### config.mk
export PLATFORM = sky130hd
export DESIGN_NAME = header_table_size_evict_top
export DESIGN_NICKNAME = d
export VERILOG_FILES = /design/src/hts_pkg.sv /design/src/hts_store.sv /design/src/hts_ctrl.sv /design/src/header_table_size_evict_top.sv
export SDC_FILE = /design/constraint.sdc
export NUM_CORES = 2
export LEC_CHECK = 0
export BUFFER_PORTS_ARGS = -buffer_cell sky130_fd_sc_hd__buf_2
export CAP_MARGIN = 10
export CORE_UTILIZATION = 35
export DETAILED_ROUTE_END_ITERATION = 6
export GPL_TIMING_DRIVEN = 0
export SLEW_MARGIN = 20
export SYNTH_ARGS = -nofsm -noshare
export SYNTH_HDL_FRONTEND = slang
export SYNTH_SLANG_ARGS = --single-unit
### constraint.sdc
create_clock -name clk -period 7.8 [get_ports clk]
set_clock_uncertainty 0.15 [all_clocks]
set_input_delay 1.56 -clock clk [delete_from_list [all_inputs] [get_ports clk]]
set_output_delay 1.56 -clock clk [all_outputs]
set_load 0.02 [all_outputs]
### src/hts_pkg.sv
`timescale 1ns / 1ps
`default_nettype none

package hts_pkg;

    localparam int TABLE_BYTES_DEF = 4096;
    localparam int MAX_ENTRIES_DEF = 128;
    localparam int STATIC_ENTRIES  = 61;
    localparam int ENTRY_OVERHEAD  = 32;
    localparam int ADDED_INDEX     = STATIC_ENTRIES + 1;
    localparam int LEN_W           = 18;

    localparam logic [1:0] KIND_ADD   = 2'd0;
    localparam logic [1:0] KIND_LIMIT = 2'd1;
    localparam logic [1:0] KIND_GET   = 2'd2;

    localparam logic [1:0] ST_OK        = 2'd0;
    localparam logic [1:0] ST_TOO_LARGE = 2'd1;
    localparam logic [1:0] ST_BAD_LIMIT = 2'd2;
    localparam logic [1:0] ST_BAD_INDEX = 2'd3;

    typedef struct packed {
        logic [1:0]  kind;
        logic [15:0] key_length;
        logic [15:0] value_length;
        logic [15:0] entry_handle;
        logic [15:0] new_limit;
        logic [7:0]  table_index;
    } in_t;

    typedef struct packed {
        logic [1:0]  status;
        logic [7:0]  added_index;
        logic        is_static;
        logic [5:0]  static_position;
        logic [15:0] found_handle;
        logic [7:0]  entries_held;
        logic [12:0] bytes_used;
    } out_t;

endpackage

`default_nettype wire

### src/hts_store.sv
`timescale 1ns / 1ps
`default_nettype none

module hts_store
    import hts_pkg::*;
#(
    parameter int MAX_ENTRIES = MAX_ENTRIES_DEF,
    parameter int SIZE_W      = 13
)
(
    input  wire logic                           clk,
    input  wire logic                           wr_en,
    input  wire logic [$clog2(MAX_ENTRIES)-1:0] wr_slot,
    input  wire logic [SIZE_W-1:0]              wr_size,
    input  wire logic [15:0]                    wr_ref,
    input  wire logic [$clog2(MAX_ENTRIES)-1:0] size_rd_slot,
    output logic      [SIZE_W-1:0]              size_rd_data,
    input  wire logic [$clog2(MAX_ENTRIES)-1:0] ref_rd_slot,
    output logic      [15:0]                    ref_rd_data
);

    logic [SIZE_W-1:0] sizes [MAX_ENTRIES];
    logic [15:0]       refs  [MAX_ENTRIES];

    always_ff @(posedge clk)
    begin
        if (wr_en)
        begin
            sizes[wr_slot] <= wr_size;
            refs[wr_slot]  <= wr_ref;
        end
        size_rd_data <= sizes[size_rd_slot];
        ref_rd_data  <= refs[ref_rd_slot];
    end

endmodule

`default_nettype wire

### src/hts_ctrl.sv
`timescale 1ns / 1ps
`default_nettype none

module hts_ctrl
    import hts_pkg::*;
#(
    parameter int TABLE_BYTES = TABLE_BYTES_DEF,
    parameter int MAX_ENTRIES = MAX_ENTRIES_DEF
)
(
    input  wire logic clk,
    input  wire logic rst_n,
    input  wire logic in_valid,
    output logic      in_ready,
    input  wire in_t  in_data,
    output logic      res_valid,
    input  wire logic res_ready,
    output out_t      res_data
);

    localparam int SW = $clog2(MAX_ENTRIES);
    localparam int CW = $clog2(MAX_ENTRIES + 1);
    localparam int BW = $clog2(TABLE_BYTES + 1);

    localparam logic [2:0] S_IDLE   = 3'd0;
    localparam logic [2:0] S_GET    = 3'd1;
    localparam logic [2:0] S_EVICT  = 3'd2;
    localparam logic [2:0] S_INSERT = 3'd3;
    localparam logic [2:0] S_RESP   = 3'd4;

    logic [2:0]    state_reg, state_next;
    logic [1:0]    op_reg, op_next;
    logic [SW-1:0] newest_reg, newest_next;
    logic [CW-1:0] count_reg, count_next;
    logic [BW-1:0] bytes_reg, bytes_next;
    logic [BW-1:0] limit_reg, limit_next;
    logic [BW-1:0] need_reg, need_next;
    logic [15:0]   handle_reg, handle_next;
    logic [1:0]    status_reg, status_next;
    logic          added_reg, added_next;
    logic          static_reg, static_next;
    logic [5:0]    spos_reg, spos_next;
    logic [15:0]   found_reg, found_next;

    logic          wr_en;
    logic [SW-1:0] wr_slot;
    logic [SW-1:0] size_rd_slot;
    logic [SW-1:0] ref_rd_slot;
    logic [BW-1:0] size_rd_data;
    logic [15:0]   ref_rd_data;

    logic [LEN_W-1:0] len;
    logic [7:0]       pos;
    logic             evict_now;

    function automatic logic [SW-1:0] wrap_slot(input logic [SW:0] s);
        logic [SW:0] r;
        r = (s >= (SW+1)'(MAX_ENTRIES)) ? s - (SW+1)'(MAX_ENTRIES) : s;
        return r[SW-1:0];
    endfunction

    hts_store #(
        .MAX_ENTRIES (MAX_ENTRIES),
        .SIZE_W      (BW)
    ) u_store (
        .clk          (clk),
        .wr_en        (wr_en),
        .wr_slot      (wr_slot),
        .wr_size      (need_reg),
        .wr_ref       (handle_reg),
        .size_rd_slot (size_rd_slot),
        .size_rd_data (size_rd_data),
        .ref_rd_slot  (ref_rd_slot),
        .ref_rd_data  (ref_rd_data)
    );

    assign len = LEN_W'(in_data.key_length) + LEN_W'(in_data.value_length)
               + LEN_W'(ENTRY_OVERHEAD);
    assign pos = in_data.table_index - 8'(ADDED_INDEX);
    assign ref_rd_slot = wrap_slot({1'b0, newest_reg} + (SW+1)'(SW'(pos)));
    assign wr_slot = (newest_reg == '0) ? SW'(MAX_ENTRIES - 1) : newest_reg - SW'(1);

    assign evict_now = (count_reg != '0)
        && (((BW+1)'(bytes_reg) + (BW+1)'(need_reg) > (BW+1)'(limit_reg))
            || (op_reg == KIND_ADD && count_reg == CW'(MAX_ENTRIES)));

    assign in_ready  = (state_reg == S_IDLE);
    assign res_valid = (state_reg == S_RESP);

    always_comb
    begin
        res_data                 = '0;
        res_data.status          = status_reg;
        res_data.added_index     = added_reg ? 8'(ADDED_INDEX) : 8'd0;
        res_data.is_static       = static_reg;
        res_data.static_position = spos_reg;
        res_data.found_handle    = found_reg;
        res_data.entries_held    = 8'(count_reg);
        res_data.bytes_used      = 13'(bytes_reg);
    end

    always_comb
    begin
        state_next   = state_reg;
        op_next      = op_reg;
        newest_next  = newest_reg;
        count_next   = count_reg;
        bytes_next   = bytes_reg;
        limit_next   = limit_reg;
        need_next    = need_reg;
        handle_next  = handle_reg;
        status_next  = status_reg;
        added_next   = added_reg;
        static_next  = static_reg;
        spos_next    = spos_reg;
        found_next   = found_reg;
        wr_en        = 1'b0;
        size_rd_slot = wrap_slot({1'b0, newest_reg} + (SW+1)'(count_reg - CW'(1)));

        case (state_reg)
            S_IDLE:
            begin
                if (in_valid)
                begin
                    status_next = ST_OK;
                    added_next  = 1'b0;
                    static_next = 1'b0;
                    spos_next   = '0;
                    found_next  = '0;
                    op_next     = in_data.kind;
                    state_next  = S_RESP;
                    case (in_data.kind)
                        KIND_ADD:
                        begin
                            if (32'(len) > 32'(limit_reg))
                            begin
                                status_next = ST_TOO_LARGE;
                            end
                            else
                            begin
                                need_next   = BW'(len);
                                handle_next = in_data.entry_handle;
                                state_next  = S_EVICT;
                            end
                        end
                        KIND_LIMIT:
                        begin
                            if (32'(in_data.new_limit) > 32'(TABLE_BYTES))
                            begin
                                status_next = ST_BAD_LIMIT;
                            end
                            else
                            begin
                                limit_next = BW'(in_data.new_limit);
                                need_next  = '0;
                                state_next = S_EVICT;
                            end
                        end
                        KIND_GET:
                        begin
                            if (in_data.table_index == 8'd0)
                            begin
                                status_next = ST_BAD_INDEX;
                            end
                            else if (in_data.table_index <= 8'(STATIC_ENTRIES))
                            begin
                                static_next = 1'b1;
                                spos_next   = 6'(in_data.table_index - 8'd1);
                            end
                            else if (32'(pos) >= 32'(count_reg))
                            begin
                                status_next = ST_BAD_INDEX;
                            end
                            else
                            begin
                                state_next = S_GET;
                            end
                        end
                        default:
                        begin
                            state_next = S_RESP;
                        end
                    endcase
                end
            end
            S_GET:
            begin
                found_next = ref_rd_data;
                state_next = S_RESP;
            end
            S_EVICT:
            begin
                size_rd_slot = wrap_slot({1'b0, newest_reg} + (SW+1)'(count_reg - CW'(2)));
                if (evict_now)
                begin
                    bytes_next = (size_rd_data > bytes_reg) ? '0 : bytes_reg - size_rd_data;
                    count_next = count_reg - CW'(1);
                end
                else if (op_reg == KIND_ADD)
                begin
                    state_next = S_INSERT;
                end
                else
                begin
                    state_next = S_RESP;
                end
            end
            S_INSERT:
            begin
                wr_en       = 1'b1;
                newest_next = wr_slot;
                count_next  = count_reg + CW'(1);
                bytes_next  = bytes_reg + need_reg;
                added_next  = 1'b1;
                state_next  = S_RESP;
            end
            S_RESP:
            begin
                if (res_ready)
                begin
                    state_next = S_IDLE;
                end
            end
            default:
            begin
                state_next = S_IDLE;
            end
        endcase
    end

    always_ff @(posedge clk or negedge rst_n)
    begin
        if (!rst_n)
        begin
            state_reg  <= S_IDLE;
            newest_reg <= '0;
            count_reg  <= '0;
            bytes_reg  <= '0;
            limit_reg  <= BW'(TABLE_BYTES);
        end
        else
        begin
            state_reg  <= state_next;
            newest_reg <= newest_next;
            count_reg  <= count_next;
            bytes_reg  <= bytes_next;
            limit_reg  <= limit_next;
        end
    end

    always_ff @(posedge clk)
    begin
        op_reg     <= op_next;
        need_reg   <= need_next;
        handle_reg <= handle_next;
        status_reg <= status_next;
        added_reg  <= added_next;
        static_reg <= static_next;
        spos_reg   <= spos_next;
        found_reg  <= found_next;
    end

endmodule

`default_nettype wire

### src/header_table_size_evict_top.sv
// Path: dynamic get S_GET, S_RESP, output register; static get, unused kind and
// rejects go S_RESP; set-limit S_EVICT, S_RESP; add S_EVICT, S_INSERT, S_RESP.
// One eviction per cycle, set by the single read port of the entry size memory.
// Throughput: one item in flight; next beat taken the cycle after the result leaves
// the FSM, so no new item is taken until the last result has left S_RESP.
// Reset: rst_n clears count, byte total and newest slot, limit to TABLE_BYTES.
`timescale 1ns / 1ps
`default_nettype none

module header_table_size_evict_top
    import hts_pkg::*;
#(
    parameter int TABLE_BYTES = TABLE_BYTES_DEF,
    parameter int MAX_ENTRIES = MAX_ENTRIES_DEF
)
(
    input  wire logic clk,
    input  wire logic rst_n,
    input  wire logic in_valid,
    output logic      in_ready,
    input  wire in_t  in_data,
    output logic      out_valid,
    input  wire logic out_ready,
    output out_t      out_data
);

    logic out_valid_reg;
    out_t out_data_reg;
    logic res_valid;
    logic res_ready;
    out_t res_data;

    hts_ctrl #(
        .TABLE_BYTES (TABLE_BYTES),
        .MAX_ENTRIES (MAX_ENTRIES)
    ) u_ctrl (
        .clk       (clk),
        .rst_n     (rst_n),
        .in_valid  (in_valid),
        .in_ready  (in_ready),
        .in_data   (in_data),
        .res_valid (res_valid),
        .res_ready (res_ready),
        .res_data  (res_data)
    );

    assign res_ready = !out_valid_reg || out_ready;
    assign out_valid = out_valid_reg;
    assign out_data  = out_data_reg;

    // hold the beat until taken
    always_ff @(posedge clk or negedge rst_n)
    begin
        if (!rst_n)
        begin
            out_valid_reg <= 1'b0;
        end
        else if (res_ready)
        begin
            out_valid_reg <= res_valid;
        end
    end

    always_ff @(posedge clk)
    begin
        if (res_ready && res_valid)
        begin
            out_data_reg <= res_data;
        end
    end

endmodule

`default_nettype wire
## Yosys cells after proc, flatten, opt, wreduce, memory -nomap -nowiden

Memory sizes are Yosys's and may differ from the RTL's. A register that Yosys moved wholly into a read port is not among the register bits.
Index checks and enable logic that the tools add are counted.

- Memories kept: 2
- Register bits: 156
- Word-level logic and storage cells: 132
- RAM bits: 3,712

Memories:

| name | words | bits a word | rd ports | clocked after Yosys merged registers in | write ports | RTL line | RTL |
|---|---|---|---|---|---|---|---|
| u_ctrl.u_store.refs | 128 | 16 | 1 | 1 | 1 | hts_store.sv:23 | `logic [15:0] refs [MAX_ENTRIES];` |
| u_ctrl.u_store.sizes | 128 | 13 | 1 | 1 | 1 | hts_store.sv:22 | `logic [SIZE_W-1:0] sizes [MAX_ENTRIES];` |

- $lt $le $gt $ge: 9
- Reductions and logical operators: 27
- Add/subtract/negate cells: 17
- Bitwise logic cells: 4
- Equality and inequality tests: 13
- Multiplexer cells: 39

Operator list:

| operator | number |
|---|---|
| 13-bit two-way mux | 4 |
| 13-bit case mux with 2 select lines | 2 |
| 7-bit two-way mux | 5 |
| 16-bit case mux with 2 select lines | 1 |
| 7-bit by 1-bit subtractor with 7-bit output, second input constant | 4 |
| 3-bit two-way mux | 9 |
| 8-bit greater-or-equal comparator, second input constant | 3 |
| 18-bit by 6-bit adder with 18-bit output, second input constant | 1 |
| 18-bit by 13-bit greater-than comparator with 1-bit output | 1 |
| 16-bit by 16-bit adder with 17-bit output | 1 |
| 7-bit by 8-bit adder with 8-bit output | 2 |
| 16-bit by 13-bit greater-than comparator with 1-bit output, second input constant | 1 |
| 16-bit two-way mux | 1 |
| 8-bit case mux with 2 select lines | 1 |
| 13-bit by 13-bit adder with 14-bit output | 1 |
| 14-bit by 13-bit greater-than comparator with 1-bit output | 1 |
| 13-bit adder | 1 |
| 13-bit greater-than comparator | 1 |
| 13-bit subtractor | 1 |
| 3-bit case mux with 4 select lines | 1 |
| 3-bit case mux with 3 select lines | 1 |
| 7-bit by 7-bit adder with 8-bit output | 1 |
| 8-bit by 1-bit adder with 8-bit output, second input constant | 1 |
| 8-bit == test, second input constant | 1 |
| 35 further kinds | 63 |

## Logic depth before layout (Yosys ltp)

- Depth in word-level cells: 8
- Depth in mapped cells: 19
- Gate-level depth less buffers: 19

## By module

Synthesis repeated with hierarchy kept, for this count alone.

- Cell total of the unflattened synthesis: 6,369
- Area, all modules: 151,611.7 µm²

Modules (own cells, without submodules):

| module | sequential area each (µm²) | area an instance (µm²) | cells each | instances |
|---|---|---|---|---|
| hts_store | 112,047.5 | 141,683.4 | 5,439 | 1 |
| hts_ctrl | 2,813.9 | 8,252.9 | 872 | 1 |
| header_table_size_evict_top | 1,646.6 | 1,675.4 | 58 | 1 |

## Least setup slack after synthesis

OpenSTA, ideal clock, no wires.

- Kind: input to register
- Start point: input in_data[40] (netlist bit)
- End point: register u_ctrl.handle_reg[0], enable pin
- Buffers on the path: 0
- Stages on the path: 17
- Path slack: 811 ps
- Library setup time: 432 ps
- Data arrival time: 6,408 ps
- Cell sequence: ha_1 fa_1 a211oi_1 nor2_1 o31a_1 nor2_1 ha_1 nand2_1 xnor2_1 ha_1 a21oi_1 o21ai_0 a21oi_1 o21ai_0 a2111oi_0 nand3_1 nor4_1

- Word-level cells in the longest chain between the ends: 5

RTL lines:

| element | RTL line | RTL |
|---|---|---|
| start: declaration | header_table_size_evict_top.sv:21 | `input wire in_t in_data,` |
| 16-bit by 16-bit adder with 17-bit output | hts_ctrl.sv:77 | `assign len = LEN_W'(in_data.key_length) + LEN_W'(in_data.value_length)` |
| 18-bit by 6-bit adder with 18-bit output | hts_ctrl.sv:78 | `+ LEN_W'(ENTRY_OVERHEAD);` |
| via u_ctrl.len[9] | hts_ctrl.sv:52 | `logic [LEN_W-1:0] len;` |
| 18-bit by 13-bit greater-than comparator with 1-bit output | hts_ctrl.sv:135 | `if (32'(len) > 32'(limit_reg))` |
| 1-bit inverter (no source line) | - |  |
| 4-bit AND reduction (no source line) | - |  |
| end signal: assignment | hts_ctrl.sv:255 | `handle_reg <= handle_next;` |
| end: declaration | hts_ctrl.sv:38 | `logic [15:0] handle_reg, handle_next;` |

The timed path passes the listed nets, and every way through them passes these cells.
A chain may end at the register's enable or synchronous reset.

## Final worst setup path

- Start point: register u_ctrl.newest_reg[1]
- End point: register u_ctrl.u_store.size_rd_data[10], read port of u_ctrl.u_store.sizes

- Word-level cells in the longest chain between the ends: 4

RTL lines:

| element | RTL line | RTL |
|---|---|---|
| start: declaration | hts_ctrl.sv:33 | `logic [SW-1:0] newest_reg, newest_next;` |
| start signal: assignment | hts_ctrl.sv:244 | `newest_reg <= newest_next;` |
| 7-bit by 8-bit adder with 8-bit output (on tied branches) | hts_ctrl.sv:118, hts_ctrl.sv:193 |  |
| 7-bit by 1-bit subtractor with 7-bit output or 8-bit greater-or-equal comparator (tied branches) | hts_ctrl.sv:58 | `r = (s >= (SW+1)'(MAX_ENTRIES)) ? s - (SW+1)'(MAX_ENTRIES) : s;` |
| 7-bit two-way mux | hts_ctrl.sv:58 |  |
| 7-bit two-way mux (*) | hts_ctrl.sv:120 | `case (state_reg)` |
| end: declaration | hts_store.sv:17 | `output logic [SIZE_W-1:0] size_rd_data,` |

Mark *: on every way between the ends. The rest lies on a longest branch, timed or not.

==> results.txt <==
The max-cap violation count came out at 0. Entering global routing, the biggest net connects 46 pins. The first detailed-routing pass took 6 iterations. The type of the tightest min-delay check is reg2reg. The area inside the core boundary is approximately 0.47 mm². On the worst path, the slowest cell contributes a delay of around 0.87 ns.

The final critical path time including I/O delays and setup came out at ~7.4 ns. The worst hold path begins at u_ctrl.spos_reg[5]$_SDFFCE_PP0P_. Counting cells, the worst reg-to-reg path comes to 13. The half-perimeter wire length of the detailed placement result came out at 384100 µm. The capture instance of the worst register-to-register path is u_ctrl.u_store.size_rd_data[10]$_DFF_P_.

The share of the yosys chip area belonging to registers came out at a little under three quarters. The synthesized netlist occupies a cell area of around 0.16 mm². TritonCTS built the clock tree. For this design the static power due to leakage is roughly 0.065 µW. The final layout contains 10248 nets. Summed over all instances, the cell type with the most area after synthesis is edfxtp_1. For this design, the CTS-stage hold fixing added 0 buffers. The starting utilization of the core area is a little over a third.

Setup repair after global routing left no endpoint under its margin. Ranked by total cell area, the synthesized netlist is headed by edfxtp_1 70%, mux4_2 11%, mux2i_1 3.9%. Setup slack on the critical path of the routed design comes to ~0.4 ns. The number of top-level pins is between 100 and 150. The via count came out at between 90000 and 100k.

The number of max-slew violations in the final report was 0. The number of CTS-inserted buffers is 383. Of all flip-flops after synthesis, the portion carrying an async set or reset was under 10%. The growth of design area from synthesis to finish came out at 17.79%. The global-route wire length before repair came out at around 740000 µm. The minimum setup slack after placement came out at 0.05883 ns. The initial antenna violation count came out at 32.

The number of buffers inserted by port buffering came out at 129. The root buffer cell is clkbuf_16. The peak clock frequency supported by timing is between 0.1 and 0.15 GHz. The die covers around 0.47 mm². The final hold violation count is 0. The number of distinct standard cells referenced by the synthesized netlist is 80.

The startpoint type of the worst setup path is a flop. The slew at the pin with the worst max-slew slack is about 1.3 ns. In this run the critical register-to-register path is launched from u_ctrl.newest_reg[1]$_DFFE_PN0P_. The clock reaches the later pin of the worst-skew pair after 0.95 ns. The maximum count of clock buffers along a single path came out at 4. Walking the worst path, the cells encountered are inv_1 -> fa_1 -> buf_2 -> buf_2 -> clkbuf_1 -> clkbuf_1 -> clkbuf_1 -> a211oi_1 -> a211oi_1 -> a311oi_1 -> a211oi_1 -> nor4_1 -> nor4_1. Setup violations remaining at the end of the flow were counted as 0. Once placement finished, the instance area stood at 0.1807 mm². The final core utilization came out at around 41%. Across every metal layer, demand over resource in global routing totals 22.11%. The worst path uses between 90% and 100% of the clock period. Counting flops with a built-in enable in the synthesized netlist gives around 3800. The number of rows created at floorplan came out at 251. The number of global-route vias before repair came out at between 90000 and 100k. The post-detailed-route wirelength per cell is 32.42 µm. The wire length after detailed routing came out at approximately 540000 µm.

Hold timing on the final database bottoms out at a slack of roughly 0.27 ns. The total power divided by cell area came out at 249.2 mW/mm². The flow ran to the end, and the final reports show no timing, DRC or antenna violations. The final weighted congestion of routability-driven global placement came out at around 0.94. The worst slew margin relative to its limit came out at 13.45%. The instance count of the mapped netlist came out at ~9000. The aggregate global routing overflow is 0. The CTS H-tree depth is 5. The number of DRC markers after the initial detailed-route iteration is 13007.

The area of combinational cells with multiple inputs is 0.04584 mm². The floorplan step set the die width to about 690 µm. Along the worst path, the maximum fanout reaches 10.

In this run the post-CTS setup repair buffer count came out at 0. Among all flip-flop cells after synthesis, the most frequent one is edfxtp_1. The critical path in this run is classified as reg2reg. A synthesized cell averages approximately 18 µm². Dividing the detail-routed via count by the number of cells gives around 5.8. The signal arrival time at the worst endpoint is around 8 ns.

The number of nets still failing antenna checks after routing came out at 0. The count of filler cells inserted in the layout is between 40000 and 50000. The area of all sequential standard cells is about 0.12 mm². Clock-pin slew was measured on the worst setup and hold paths at approximately 0.06 ns. The register with the most flip-flops in the layout has between 2000 and 2500 of them. The required time of the worst setup path came out at about 8.4 ns.

The worst-case register-to-register setup slack came out at around 0.39 ns. In this run the worst setup path begins at u_ctrl.newest_reg[1]$_DFFE_PN0P_. In the final layout, the share of cells above drive strength 1 is between 20 and 25%. The largest individual stage delay along the critical path comes from the cell clkbuf_1. The final routed DRC violation total came out at 0. For hold timing, the worst endpoint is out_data[42]$_DFFE_PP_. Clock tree synthesis found a total of just under 4000 sinks. The peak supply drop is roughly 0.21 mV. The number of instances resized during post-cts repair is 0. The cell depth of the worst min-delay path is 0. The die height is a little under 700 µm. The count of yosys warnings during synthesis came out at 0.

The synthesized design contains around 3900 register bits. The synthesized design devotes to its leading area cell type a little over two thirds of total area. The power after layout came out at 48150 µW. The post-route cell area is 0.1932 mm². STA classifies the critical path endpoint as a flop.
[per-layer routing]
metal	wire [µm]	share of wire, %	track usage, %
met1	208200	39	29.44
met2	246000	46	34.78
met3	55100	10	4.890
met4	27830	5.2	9.880
met5	101	0.019	0.07143
[layout make-up]
| type | instances | share of cell area [%] |
|---|---|---|
| Antenna cell | 10 | 0.01295 |
| Buffer | 619 | 1.410 |
| Clock buffer | 447 | 5.187 |
| Clock inverter | 250 | 1.281 |
| Inverter | 83 | 0.1612 |
| Multi-Input combinational cell | 4579 | 23.72 |
| Sequential cell | 3890 | 60.19 |
| Tap cell | 6198 | 4.013 |
| Timing Repair Buffer | 497 | 4.028 |
[power by group]
part	leakage, µW	internal, µW	switching [µW]
clock network	0.00610	10500	8130
registers	0.0352	22800	79.1
logic	0.0236	2140	4430
[synthesized netlist by cell type, drive strengths merged, types with 9 or more instances]
cell type  instances
nor2b            525
nor2             216
a21o              20
a22o              26
dfxtp             29
and3              35
o22ai             14
a21oi            551
mux2i            634
a211oi           638
inv               83
a32o              13
a221oi            26
buf              287
mux2              30
nor4              50
nor3              21
a311oi            44
a21boi            11
a2111oi           17
o21bai             9
dfrtp             44
a22oi             29
nand3             77
ha               111
clkbuf           332
mux4             834
xor2              26
a31oi             31
o21ai             34
xnor2             50
nand4             16
nand2            381
edfxtp          3816
and2              32
[metrics by stage]
stage | std cells | TNS [ns]
after detailed placement | 15865 | 0
after floorplan | 9171 | 0
after CTS | 16562 | 0
after global routing | 16564 | 0
final | 16573 | 0
after global placement | 15498 | -91.81
[logic make-up (layout without fill, tap and decap cells)]
| family | after synthesis | after routing | synth area share, % |
|---|---|---|---|
| other | 1 | 13 | 0.002286 |
| multiplexers | 1498 | 1498 | 15.53 |
| AND/OR/NAND/NOR | 1384 | 1384 | 4.327 |
| AO/OA/AOI/OAI | 1501 | 1501 | 6.100 |
| buffers and inverters | 702 | 1896 | 1.824 |
| flip-flops | 3890 | 3890 | 70.89 |
| adder cells (fa/ha/maj) | 117 | 117 | 0.9198 |
| XOR/XNOR | 76 | 76 | 0.4058 |
[how the worst max path moves through the flow]
stage	to	slack [ns]	cells after the start
detailed placement	u_ctrl.u_store.ref_rd_data[7]$_DFF_P_	0.06	13
floorplan	u_ctrl.handle_reg[0]$_DFFE_PP_	0.81	17
CTS	u_ctrl.u_store.ref_rd_data[7]$_DFF_P_	0.89	11
global route	u_ctrl.u_store.size_rd_data[10]$_DFF_P_	0.49	13
finish	u_ctrl.u_store.size_rd_data[10]$_DFF_P_	0.39	13
global placement	u_ctrl.handle_reg[0]$_DFFE_PP_	-3.59	18
[layout by cell type (no fill, tap or decap), drive strengths merged, types with 77 or more instances in the layout]
| cell type | Yosys | routed |
|---|---|---|
| a211oi | 638 | 638 |
| a21oi | 551 | 551 |
| buf | 287 | 775 |
| clkbuf | 332 | 787 |
| clkinv | 0 | 185 |
| edfxtp | 3816 | 3816 |
| ha | 111 | 111 |
| inv | 83 | 93 |
| mux2i | 634 | 634 |
| mux4 | 834 | 834 |
| nand2 | 381 | 381 |
| nand3 | 77 | 77 |
| nor2 | 216 | 216 |
| nor2b | 525 | 525 |
[critical path, delay by kind of cell, from the launching register on]
kind | cells | cell delay (ns)
buffers and inverters | 6 | 3.27
AO/OA/AOI/OAI | 4 | 1.36
AND/OR/NAND/NOR | 2 | 0.96
adder cells (fa/ha/maj) | 1 | 0.75
flip-flops | 1 | 0.68
No activity file was read; power rests on OpenSTA's default activity.
